`config.mk`:
```
export PLATFORM = sky130hd
export DESIGN_NAME = scalar_kalman_filter_core_flat
export DESIGN_NICKNAME = d
export VERILOG_FILES = /design/src/hdl/skf_pkg.sv /design/src/hdl/skf_if.sv /design/src/hdl/scalar_kalman_filter_core.sv /design/src/hdl/skf_seq.sv /design/src/hdl/skf_datapath.sv /design/src/flat_wrapper.sv
export VERILOG_INCLUDE_DIRS = /design/src /design/src/hdl
export SDC_FILE = /design/constraint.sdc
export NUM_CORES = 2
export LEC_CHECK = 0
export BUFFER_PORTS_ARGS = -buffer_cell sky130_fd_sc_hd__buf_2
export CORE_MARGIN = 8
export CORE_UTILIZATION = 50
export DETAILED_ROUTE_END_ITERATION = 8
export HOLD_SLACK_MARGIN = 0.02
export PLACE_DENSITY = 0.75
export SLEW_MARGIN = 15
export SYNTH_ARGS = -nofsm -noshare
export SYNTH_HDL_FRONTEND = slang
export SYNTH_HIERARCHICAL = 1
export SYNTH_SLANG_ARGS = --single-unit
```
`constraint.sdc`:
```
create_clock -name clk -period 11.95 [get_ports clk]
set_input_delay 1.7925 -clock clk [delete_from_list [all_inputs] [get_ports clk]]
set_output_delay 1.7925 -clock clk [all_outputs]
set_load 0.02 [all_outputs]
```
`src/hdl/scalar_kalman_filter_core_assert.svh`:
```
// assertion macros for the scalar kalman filter core
`ifndef SCALAR_KALMAN_FILTER_CORE_ASSERT_SVH
`define SCALAR_KALMAN_FILTER_CORE_ASSERT_SVH

// same-cycle implication, checked out of reset
`define SKF_ASSERT_NOW(label, ante, cons, msg) \
    label: assert property (@(posedge clk) disable iff (!rst_n) (ante) |-> (cons)) \
        else $error(msg);

// next-cycle implication, checked out of reset
`define SKF_ASSERT_NEXT(label, ante, cons, msg) \
    label: assert property (@(posedge clk) disable iff (!rst_n) (ante) |=> (cons)) \
        else $error(msg);

`endif

```
`src/hdl/skf_pkg.sv`:
```
package skf_pkg;

    localparam int X_W    = 32;
    localparam int COV_W  = 32;
    localparam int NOISE_W = 31;
    localparam int GAIN_W = 17;
    localparam int STAT_W = 2;
    localparam int PC_W   = 4;
    localparam int CNT_W  = 5;
    localparam int DIV_STEPS = 17;
    localparam int MUL_A_W = 34;
    localparam int MUL_B_W = 18;
    localparam int PROD_W  = MUL_A_W + MUL_B_W;

    localparam logic [GAIN_W-1:0] GAIN_ONE = 17'h10000;

    // status codes
    localparam logic [STAT_W-1:0] ST_OK       = 2'd0;
    localparam logic [STAT_W-1:0] ST_ZERODEN  = 2'd1;
    localparam logic [STAT_W-1:0] ST_OVERFLOW = 2'd2;
    localparam logic [STAT_W-1:0] ST_SKIPPED  = 2'd3;

    // register indexes
    localparam logic [1:0] REG_PROCESS_NOISE      = 2'd0;
    localparam logic [1:0] REG_MEASUREMENT_NOISE  = 2'd1;
    localparam logic [1:0] REG_INITIAL_ESTIMATE   = 2'd2;
    localparam logic [1:0] REG_INITIAL_COVARIANCE = 2'd3;

    localparam logic [NOISE_W-1:0] RST_PROCESS_NOISE      = 31'd6554;
    localparam logic [NOISE_W-1:0] RST_MEASUREMENT_NOISE  = 31'd6554;
    localparam logic [X_W-1:0]     RST_INITIAL_ESTIMATE   = 32'd327680;
    localparam logic [NOISE_W-1:0] RST_INITIAL_COVARIANCE = 31'd6554;

    // datapath operations
    localparam logic [3:0] OP_NOP    = 4'd0;
    localparam logic [3:0] OP_ACCEPT = 4'd1;
    localparam logic [3:0] OP_LOAD   = 4'd2;
    localparam logic [3:0] OP_ADDQ   = 4'd3;
    localparam logic [3:0] OP_DEN    = 4'd4;
    localparam logic [3:0] OP_DIV    = 4'd5;
    localparam logic [3:0] OP_DIFF   = 4'd6;
    localparam logic [3:0] OP_MUL_X  = 4'd7;
    localparam logic [3:0] OP_ROUND  = 4'd8;
    localparam logic [3:0] OP_XUPD   = 4'd9;
    localparam logic [3:0] OP_MUL_P  = 4'd10;
    localparam logic [3:0] OP_PUPD   = 4'd11;
    localparam logic [3:0] OP_ZERO   = 4'd12;
    localparam logic [3:0] OP_SKIP   = 4'd13;
    localparam logic [3:0] OP_FINISH = 4'd14;

    // jump conditions
    localparam logic [2:0] C_NONE     = 3'd0;
    localparam logic [2:0] C_ALWAYS   = 3'd1;
    localparam logic [2:0] C_NO_REQ   = 3'd2;
    localparam logic [2:0] C_HALT     = 3'd3;
    localparam logic [2:0] C_DEN_ZERO = 3'd4;
    localparam logic [2:0] C_DIV_MORE = 3'd5;
    localparam logic [2:0] C_OUT_BUSY = 3'd6;

    // program addresses
    localparam logic [PC_W-1:0] A_WAIT   = 4'd0;
    localparam logic [PC_W-1:0] A_LOAD   = 4'd1;
    localparam logic [PC_W-1:0] A_ADDQ   = 4'd2;
    localparam logic [PC_W-1:0] A_DEN    = 4'd3;
    localparam logic [PC_W-1:0] A_ZCHK   = 4'd4;
    localparam logic [PC_W-1:0] A_DIV    = 4'd5;
    localparam logic [PC_W-1:0] A_DIFF   = 4'd6;
    localparam logic [PC_W-1:0] A_MUL_X  = 4'd7;
    localparam logic [PC_W-1:0] A_ROUND  = 4'd8;
    localparam logic [PC_W-1:0] A_XUPD   = 4'd9;
    localparam logic [PC_W-1:0] A_MUL_P  = 4'd10;
    localparam logic [PC_W-1:0] A_PUPD   = 4'd11;
    localparam logic [PC_W-1:0] A_ZERO   = 4'd12;
    localparam logic [PC_W-1:0] A_SKIP   = 4'd13;
    localparam logic [PC_W-1:0] A_FINISH = 4'd14;
    localparam logic [PC_W-1:0] A_RET    = 4'd15;

    typedef struct packed {
        logic [3:0]      op;
        logic [2:0]      cond;
        logic [PC_W-1:0] target;
    } skf_ctl_t;

    typedef struct packed {
        logic no_req;
        logic halt;
        logic den_zero;
        logic div_more;
        logic out_busy;
    } skf_flags_t;

    typedef struct packed {
        logic halt;
        logic den_zero;
        logic div_more;
    } skf_dp_stat_t;

    function automatic skf_ctl_t skf_ucode(input logic [PC_W-1:0] addr);
        skf_ctl_t w;
        unique case (addr)
            A_WAIT:   w = '{OP_ACCEPT, C_NO_REQ,   A_WAIT};
            A_LOAD:   w = '{OP_LOAD,   C_NONE,     A_WAIT};
            A_ADDQ:   w = '{OP_ADDQ,   C_HALT,     A_SKIP};
            A_DEN:    w = '{OP_DEN,    C_NONE,     A_WAIT};
            A_ZCHK:   w = '{OP_NOP,    C_DEN_ZERO, A_ZERO};
            A_DIV:    w = '{OP_DIV,    C_DIV_MORE, A_DIV};
            A_DIFF:   w = '{OP_DIFF,   C_NONE,     A_WAIT};
            A_MUL_X:  w = '{OP_MUL_X,  C_NONE,     A_WAIT};
            A_ROUND:  w = '{OP_ROUND,  C_NONE,     A_WAIT};
            A_XUPD:   w = '{OP_XUPD,   C_NONE,     A_WAIT};
            A_MUL_P:  w = '{OP_MUL_P,  C_NONE,     A_WAIT};
            A_PUPD:   w = '{OP_PUPD,   C_ALWAYS,   A_FINISH};
            A_ZERO:   w = '{OP_ZERO,   C_ALWAYS,   A_FINISH};
            A_SKIP:   w = '{OP_SKIP,   C_NONE,     A_WAIT};
            A_FINISH: w = '{OP_FINISH, C_OUT_BUSY, A_FINISH};
            A_RET:    w = '{OP_NOP,    C_ALWAYS,   A_WAIT};
            default:  w = '{OP_NOP,    C_ALWAYS,   A_WAIT};
        endcase
        return w;
    endfunction

endpackage

```
`src/hdl/skf_if.sv`:
```
interface skf_sample_if;
    logic               valid;
    logic               ready;
    logic signed [31:0] measurement;
    logic               restart;
    logic               last_sample;

    modport source (output valid, output measurement, output restart, output last_sample,
                    input ready);
    modport sink (input valid, input measurement, input restart, input last_sample,
                  output ready);
endinterface

interface skf_result_if;
    logic               valid;
    logic               ready;
    logic signed [31:0] estimate;
    logic [16:0]        gain;
    logic [1:0]         status;

    modport source (output valid, output estimate, output gain, output status,
                    input ready);
    modport sink (input valid, input estimate, input gain, input status,
                  output ready);
endinterface

```
`src/hdl/scalar_kalman_filter_core.sv`:
```
// channel   dir  handshake     payload
// samples   in   valid/ready   measurement[31:0] restart last_sample
// results   out  valid/ready   estimate[31:0] gain[16:0] status[1:0]
// cfg       in   cfg_we        cfg_index[1:0] cfg_data[31:0]
//
// a normal sample runs a 17-step restoring divide for the gain plus two passes
// through the multiplier; skipped and zero-denominator samples bypass both the
// divide and the multiplier
// one sample in flight; the result register lets the next request in while a
// result waits, a held result stalls only the final step
// reset loads the estimate and covariance from the register reset values
module scalar_kalman_filter_core
    import skf_pkg::*;
(
    input  logic        clk,
    input  logic        rst_n,
    skf_sample_if.sink  samples,
    skf_result_if.source results,
    input  logic        cfg_we,
    input  logic [1:0]  cfg_index,
    input  logic [31:0] cfg_data
);

    logic [NOISE_W-1:0] q_reg;
    logic [NOISE_W-1:0] r_reg;
    logic [X_W-1:0]     x_init_reg;
    logic [NOISE_W-1:0] p_init_reg;

    logic               out_valid_reg;
    logic [X_W-1:0]     estimate_reg;
    logic [GAIN_W-1:0]  gain_reg;
    logic [STAT_W-1:0]  status_reg;

    skf_ctl_t     ctl;
    skf_flags_t   flags;
    skf_dp_stat_t dp_stat;
    logic         in_take;
    logic         out_free;
    logic [X_W-1:0]    dp_x;
    logic [GAIN_W-1:0] dp_k;
    logic [STAT_W-1:0] dp_status;

    assign samples.ready = (ctl.op == OP_ACCEPT);
    assign in_take  = samples.valid && samples.ready;
    assign out_free = !out_valid_reg || results.ready;

    assign flags.no_req   = !samples.valid;
    assign flags.halt     = dp_stat.halt;
    assign flags.den_zero = dp_stat.den_zero;
    assign flags.div_more = dp_stat.div_more;
    assign flags.out_busy = !out_free;

    skf_seq u_seq (
        .clk   (clk),
        .rst_n (rst_n),
        .flags (flags),
        .ctl   (ctl)
    );

    skf_datapath u_dp (
        .clk        (clk),
        .rst_n      (rst_n),
        .op         (ctl.op),
        .in_take    (in_take),
        .out_free   (out_free),
        .z_in       (samples.measurement),
        .restart_in (samples.restart),
        .last_in    (samples.last_sample),
        .q_cfg      (q_reg),
        .r_cfg      (r_reg),
        .x_init_cfg (x_init_reg),
        .p_init_cfg (p_init_reg),
        .x_out      (dp_x),
        .k_out      (dp_k),
        .status_out (dp_status),
        .stat       (dp_stat)
    );

    always_ff @(posedge clk or negedge rst_n)
    begin
        if (!rst_n)
        begin
            q_reg      <= RST_PROCESS_NOISE;
            r_reg      <= RST_MEASUREMENT_NOISE;
            x_init_reg <= RST_INITIAL_ESTIMATE;
            p_init_reg <= RST_INITIAL_COVARIANCE;
        end
        else if (cfg_we)
        begin
            unique case (cfg_index)
                REG_PROCESS_NOISE:      q_reg      <= cfg_data[NOISE_W-1:0];
                REG_MEASUREMENT_NOISE:  r_reg      <= cfg_data[NOISE_W-1:0];
                REG_INITIAL_ESTIMATE:   x_init_reg <= cfg_data;
                REG_INITIAL_COVARIANCE: p_init_reg <= cfg_data[NOISE_W-1:0];
                default: ;
            endcase
        end
    end

    always_ff @(posedge clk or negedge rst_n)
    begin
        if (!rst_n)
        begin
            out_valid_reg <= 1'b0;
        end
        else if (ctl.op == OP_FINISH && out_free)
        begin
            out_valid_reg <= 1'b1;
        end
        else if (results.ready)
        begin
            out_valid_reg <= 1'b0;
        end
    end

    always_ff @(posedge clk)
    begin
        if (ctl.op == OP_FINISH && out_free)
        begin
            estimate_reg <= dp_x;
            gain_reg     <= dp_k;
            status_reg   <= dp_status;
        end
    end

    assign results.valid    = out_valid_reg;
    assign results.estimate = estimate_reg;
    assign results.gain     = gain_reg;
    assign results.status   = status_reg;

`include "scalar_kalman_filter_core_assert.svh"

    `SKF_ASSERT_NEXT(a_one_in_flight, samples.valid && samples.ready, !samples.ready, "request taken while a sample is in flight")
    `SKF_ASSERT_NOW(a_gain_range, ctl.op == OP_PUPD, dp_k <= GAIN_ONE, "gain above one after divide")
    `SKF_ASSERT_NOW(a_err_no_gain, results.valid && (results.status == ST_ZERODEN || results.status == ST_SKIPPED), results.gain == '0, "nonzero gain on error result")

endmodule

```
`src/hdl/skf_seq.sv`:
```
module skf_seq
    import skf_pkg::*;
(
    input  logic       clk,
    input  logic       rst_n,
    input  skf_flags_t flags,
    output skf_ctl_t   ctl
);

    logic [PC_W-1:0] pc_reg;
    logic [PC_W-1:0] pc_next;
    logic            take;

    assign ctl = skf_ucode(pc_reg);

    always_comb
    begin
        unique case (ctl.cond)
            C_NONE:     take = 1'b0;
            C_ALWAYS:   take = 1'b1;
            C_NO_REQ:   take = flags.no_req;
            C_HALT:     take = flags.halt;
            C_DEN_ZERO: take = flags.den_zero;
            C_DIV_MORE: take = flags.div_more;
            C_OUT_BUSY: take = flags.out_busy;
            default:    take = 1'b0;
        endcase
        pc_next = take ? ctl.target : pc_reg + 1'b1;
    end

    always_ff @(posedge clk or negedge rst_n)
    begin
        if (!rst_n)
        begin
            pc_reg <= A_WAIT;
        end
        else
        begin
            pc_reg <= pc_next;
        end
    end

endmodule

```
`src/hdl/skf_datapath.sv`:
```
module skf_datapath
    import skf_pkg::*;
(
    input  logic                 clk,
    input  logic                 rst_n,
    input  logic [3:0]           op,
    input  logic                 in_take,
    input  logic                 out_free,
    input  logic signed [X_W-1:0] z_in,
    input  logic                 restart_in,
    input  logic                 last_in,
    input  logic [NOISE_W-1:0]   q_cfg,
    input  logic [NOISE_W-1:0]   r_cfg,
    input  logic [X_W-1:0]       x_init_cfg,
    input  logic [NOISE_W-1:0]   p_init_cfg,
    output logic [X_W-1:0]       x_out,
    output logic [GAIN_W-1:0]    k_out,
    output logic [STAT_W-1:0]    status_out,
    output skf_dp_stat_t         stat
);

    // state
    logic [X_W-1:0]   x_reg;
    logic [COV_W-1:0] p_reg;
    logic             halt_reg;
    logic [CNT_W-1:0] cnt_reg;

    // working registers
    logic [X_W-1:0]           z_reg;
    logic                     restart_reg;
    logic                     last_reg;
    logic [COV_W-1:0]         p1_reg;
    logic [COV_W:0]           den_reg;
    logic [COV_W+1:0]         rem_reg;
    logic [GAIN_W-1:0]        k_reg;
    logic signed [X_W:0]      diff_reg;
    logic signed [PROD_W-1:0] prod_reg;
    logic signed [X_W+2:0]    dx_reg;
    logic [STAT_W-1:0]        status_reg;
    logic                     err_reg;

    logic [COV_W:0]           p_sum;
    logic [COV_W+1:0]         trial;
    logic                     ge;
    logic signed [MUL_A_W-1:0] mul_a;
    logic signed [MUL_B_W-1:0] mul_b;
    logic signed [PROD_W-1:0] rnd;
    logic signed [X_W+2:0]    x_sum;
    logic [X_W-1:0]           x_sat;
    logic [GAIN_W-1:0]        k_comp;

    assign p_sum  = {1'b0, p_reg} + {2'b00, q_cfg};
    // the first division step compares p1 itself, later steps shift the remainder
    assign trial  = (cnt_reg == '0) ? rem_reg : {rem_reg[COV_W:0], 1'b0};
    assign ge     = trial >= {1'b0, den_reg};
    assign k_comp = GAIN_ONE - k_reg;
    assign rnd    = prod_reg + PROD_W'(32768);
    assign x_sum  = {{3{x_reg[X_W-1]}}, x_reg} + dx_reg;

    always_comb
    begin
        if (op == OP_MUL_P)
        begin
            mul_a = {2'b00, p1_reg};
            mul_b = {1'b0, k_comp};
        end
        else
        begin
            mul_a = {diff_reg[X_W], diff_reg};
            mul_b = {1'b0, k_reg};
        end
        // clamp to the signed 32-bit range
        if (x_sum[X_W+2:X_W-1] == '0 || x_sum[X_W+2:X_W-1] == '1)
            x_sat = x_sum[X_W-1:0];
        else if (x_sum[X_W+2])
            x_sat = {1'b1, {(X_W-1){1'b0}}};
        else
            x_sat = {1'b0, {(X_W-1){1'b1}}};
    end

    assign x_out      = x_reg;
    assign k_out      = k_reg;
    assign status_out = status_reg;
    assign stat.halt     = halt_reg;
    assign stat.den_zero = (den_reg == '0);
    assign stat.div_more = (cnt_reg != CNT_W'(DIV_STEPS - 1));

    always_ff @(posedge clk or negedge rst_n)
    begin
        if (!rst_n)
        begin
            x_reg    <= RST_INITIAL_ESTIMATE;
            p_reg    <= {1'b0, RST_INITIAL_COVARIANCE};
            halt_reg <= 1'b0;
            cnt_reg  <= '0;
        end
        else
        begin
            unique case (op)
                OP_LOAD:
                begin
                    if (restart_reg)
                    begin
                        x_reg    <= x_init_cfg;
                        p_reg    <= {1'b0, p_init_cfg};
                        halt_reg <= 1'b0;
                    end
                end
                OP_DEN:  cnt_reg <= '0;
                OP_DIV:  cnt_reg <= cnt_reg + 1'b1;
                OP_XUPD: x_reg <= x_sat;
                OP_PUPD: p_reg <= rnd[COV_W+15:16];
                OP_FINISH:
                begin
                    if (out_free)
                        halt_reg <= last_reg ? 1'b0 : (halt_reg | err_reg);
                end
                default: ;
            endcase
        end
    end

    always_ff @(posedge clk)
    begin
        unique case (op)
            OP_ACCEPT:
            begin
                if (in_take)
                begin
                    z_reg       <= z_in;
                    restart_reg <= restart_in;
                    last_reg    <= last_in;
                end
            end
            OP_ADDQ:
            begin
                p1_reg     <= p_sum[COV_W] ? '1 : p_sum[COV_W-1:0];
                status_reg <= p_sum[COV_W] ? ST_OVERFLOW : ST_OK;
                err_reg    <= p_sum[COV_W];
            end
            OP_DEN:
            begin
                den_reg <= {1'b0, p1_reg} + {2'b00, r_cfg};
                rem_reg <= {2'b00, p1_reg};
                k_reg   <= '0;
            end
            OP_DIV:
            begin
                rem_reg <= ge ? trial - {1'b0, den_reg} : trial;
                k_reg   <= {k_reg[GAIN_W-2:0], ge};
            end
            OP_DIFF:  diff_reg <= {z_reg[X_W-1], z_reg} - {x_reg[X_W-1], x_reg};
            OP_MUL_X: prod_reg <= mul_a * mul_b;
            OP_ROUND: dx_reg <= rnd[X_W+18:16];
            OP_MUL_P: prod_reg <= mul_a * mul_b;
            OP_ZERO:
            begin
                status_reg <= ST_ZERODEN;
                k_reg      <= '0;
                err_reg    <= 1'b1;
            end
            OP_SKIP:
            begin
                status_reg <= ST_SKIPPED;
                k_reg      <= '0;
                err_reg    <= 1'b0;
            end
            default: ;
        endcase
    end

endmodule

```
`src/flat_wrapper.sv`:
```
// flat-port wrapper written by rule: the top's interface ports become plain ports
module scalar_kalman_filter_core_flat import skf_pkg::*;
  (clk, rst_n, cfg_we, cfg_index, cfg_data, samples_valid, samples_measurement, samples_restart, samples_last_sample, samples_ready, results_valid, results_estimate, results_gain, results_status, results_ready);
  skf_sample_if samples_i ();
  skf_result_if results_i ();
  input  logic clk;
  input  logic rst_n;
  input  logic cfg_we;
  input  logic [1:0] cfg_index;
  input  logic [31:0] cfg_data;
  input wire logic [$bits(samples_i.valid)-1:0] samples_valid;
  input wire logic [$bits(samples_i.measurement)-1:0] samples_measurement;
  input wire logic [$bits(samples_i.restart)-1:0] samples_restart;
  input wire logic [$bits(samples_i.last_sample)-1:0] samples_last_sample;
  output wire logic [$bits(samples_i.ready)-1:0] samples_ready;
  output wire logic [$bits(results_i.valid)-1:0] results_valid;
  output wire logic [$bits(results_i.estimate)-1:0] results_estimate;
  output wire logic [$bits(results_i.gain)-1:0] results_gain;
  output wire logic [$bits(results_i.status)-1:0] results_status;
  input wire logic [$bits(results_i.ready)-1:0] results_ready;
  assign samples_i.valid = samples_valid;
  assign samples_i.measurement = samples_measurement;
  assign samples_i.restart = samples_restart;
  assign samples_i.last_sample = samples_last_sample;
  assign samples_ready = samples_i.ready;
  assign results_valid = results_i.valid;
  assign results_estimate = results_i.estimate;
  assign results_gain = results_i.gain;
  assign results_status = results_i.status;
  assign results_i.ready = results_ready;
  scalar_kalman_filter_core u_core (.clk(clk), .rst_n(rst_n), .samples(samples_i), .results(results_i), .cfg_we(cfg_we), .cfg_index(cfg_index), .cfg_data(cfg_data));
endmodule
```
==> metrics.md <==
| Metric | Value |
|---|---|
| Num CTS Buffers | `56` |
| Grt ovf | `0` |
| Startpoint types | `register` |
| Largest net degree at the start of global routing | `80` |
| Post-layout min period | `10.90 ns` |
| Crit Path Max Fanout | `48` |
| Crit share post-route | `0.912` |
| CTS sink count | `508` |
| Initial antenna violation count | `14` |
| Final setup margin | `1.05 ns` |
| Worst-margin pin slew | `1.26 ns` |
| Chip Width | `325 um` |
| Setup TNS | `0 ns` |
| Fmax | `91.8 MHz` |
| Crit end category | `register` |
| Clock skew | `0.0226 ns` |
| Starting density of the core | `0.503` |
| Global route hottest layer | `met2` |
| Avg WL per Cell | `22.5 um` |
| Met1 usage | `0.354` |
| Rel. slew slack | `0.154` |
| Cell Area, Synth | `47,700 um^2` |
| Max reg flops | `36` |
| Post-CTS sizing | `0` |
| Worst Path Arrival | `11.29 ns` |
| Pre-CTS setup slack | `1.46 ns` |
| Share of cells above drive strength 1 | `0.108` |
| Final Max Tran Viols | `0` |
| Crit Path Class | `register to register` |
| Vias in the first global route | `36,900` |
| Hold WS | `0.491 ns` |
| CTS HTree Levels | `2` |
| Die ar. | `106,000 um^2` |
| Via count | `36,600` |
| Reg2Reg Setup Slack | `1.05 ns` |
| Hold Vio Cnt, Final | `0` |
| Clock-pin slew on the worst setup and hold paths | `0.06 ns` |
| Hold_buf cts | `0` |
| Yosys warnings | `6` |
| Worst path bufs/invs | `7` |
| Reg-to-reg critical path endpoint | `u_core/u_dp/prod_reg[47]` |
| Iter 0 DRT Violations | `3,883` |
| Most used cell, CP | `fa_1` |
| Crit-path leading delay family | `adder cells` |
| Clk root buf | `clkbuf_16` |
| GRT Overall Usage | `0.261` |
| Hold Path Class | `register to register` |
| Clock latency on the worst-skew pair | `0.64 ns` |
| Core Region | `94,900 um^2` |
| RSZ-0062 raised after global routing | `false` |
| Routed WL | `140,000 um` |
| Failing checks | `design-rule violations` |
| Count of input and output buffers | `125` |
| Hold path start | `u_core/p_init_reg[2]` |
| Avg Synthesized Cell Area | `9.83 um^2` |
| Post-DP HPWL | `109,000 um` |
| Post-CTS setup repair buffer count | `0` |
| Fin nets | `5,821` |
| Vias per cell | `5.87` |
| Final setup fails | `0` |
| Die height | `325 um` |
| Post-Syn Instances | `4,855` |
| First-pass GRT wire length | `215,000 um` |
| Max-cap viol count | `0` |
| GR Layer Usage met3 | `0.0539` |
| Critical Path RT | `12.35 ns` |
| Worst Hold End | `u_core/u_dp/p_reg[2]` |
| Post-route ant nets | `0` |
| Final RePlAce weighted congestion | `0.956` |
| Top Ports | `126` |
| Worst setup startpoint | `u_core/u_seq/pc_reg[1]` |
| Slowest CP cell | `nor4_1` |
| Hold path depth | `2` |
| Row Count | `113` |
| Initial DRT Pass Iterations | `8` |
| Synth Net Count | `5,758` |
| M2 GR Usage | `0.408` |
| Reg2Reg Depth | `30` |
| Clock buffer depth | `3` |
| CTS tree | `yes` |
| DRC viols | `1` |
| R2r startpoint | `u_core/u_seq/pc_reg[1]` |
| Finished Core Util | `0.548` |
| P&R area growth vs syn | `8.95%` |
| Status | `finished with violations` |
| CP peak stage delay | `1.04 ns` |
[area by class of cell]
type / count / area (um^2)
timing repair buffer: 188 / 1120
antenna: 4 / 10.0
fill: 8178 / 42900
tap: 1265 / 1580
inverter: 753 / 2830
multi-input combinational: 3411 / 30100
clock inverter: 35 / 469
sequential: 508 / 14300
clock buffer: 71 / 1580
[worst max-delay path by stage]
| stage | end | cells past startpoint |
|---|---|---|
| 3_5_place_dp | u_core/u_dp/prod_reg[47] | 29 |
| 3_3_place_gp | u_core/u_dp/prod_reg[47] | 30 |
| 5_1_grt | u_core/u_dp/prod_reg[47] | 30 |
| 4_1_cts | u_core/u_dp/prod_reg[47] | 29 |
| 6_report | u_core/u_dp/prod_reg[47] | 30 |
| 2_1_floorplan | u_core/u_dp/prod_reg[36] | 31 |
[cell usage in the layout (no fill, tap or decap), types with 13 or more instances in the layout]
master,n
a211oi_1,22
a21o_1,97
a21oi_1,168
a221oi_1,13
a22oi_1,30
a311oi_1,25
a31oi_1,35
and2_1,48
and3_1,56
buf_2,124
buf_4,62
clkbuf_16,59
dfrtp_1,168
dfstp_2,32
edfxtp_1,308
fa_1,539
ha_1,291
inv_1,752
mux2_2,158
mux2i_1,42
nand2_1,655
nand2b_1,80
nand3_1,90
nand4_1,33
nor2_1,320
nor2b_1,34
nor3_1,48
nor4_1,18
o211ai_1,13
o21a_1,35
o21ai_0,116
o21bai_1,38
xnor2_1,134
xor2_1,72
[metrics by stage]
step | instances | area [um^2]
2_1_floorplan | 4855 | 47700
3_3_place_gp | 6124 | 49900
3_5_place_dp | 6124 | 49900
4_1_cts | 6230 | 52000
5_1_grt | 6231 | 52000
6_report | 6235 | 52000
[worst reg2reg max path, delay by kind of cell (launching register included)]
kind,cells,cell delay (ns)
adders and majority gates,8,3.66
buffers and inverters,7,0.87
xor gates and xnor gates,2,1.04
and+or+nand+nor,5,2.17
DFF,1,0.49
AOI/OAI and AO/OA,8,2.44
[per-layer routing]
| layer | vias to the layer above | routed length [um] |
|---|---|---|
| met2 | 1911 | 62700 |
| met3 | 401 | 14700 |
| met5 | - | 45 |
| li1 | 16100 | - |
| met4 | 8 | 6620 |
| met1 | 18200 | 56100 |
Power is left out: the tool's default activity adds up to more than one toggle a clock period on the data nets, which glitch-free logic cannot reach.
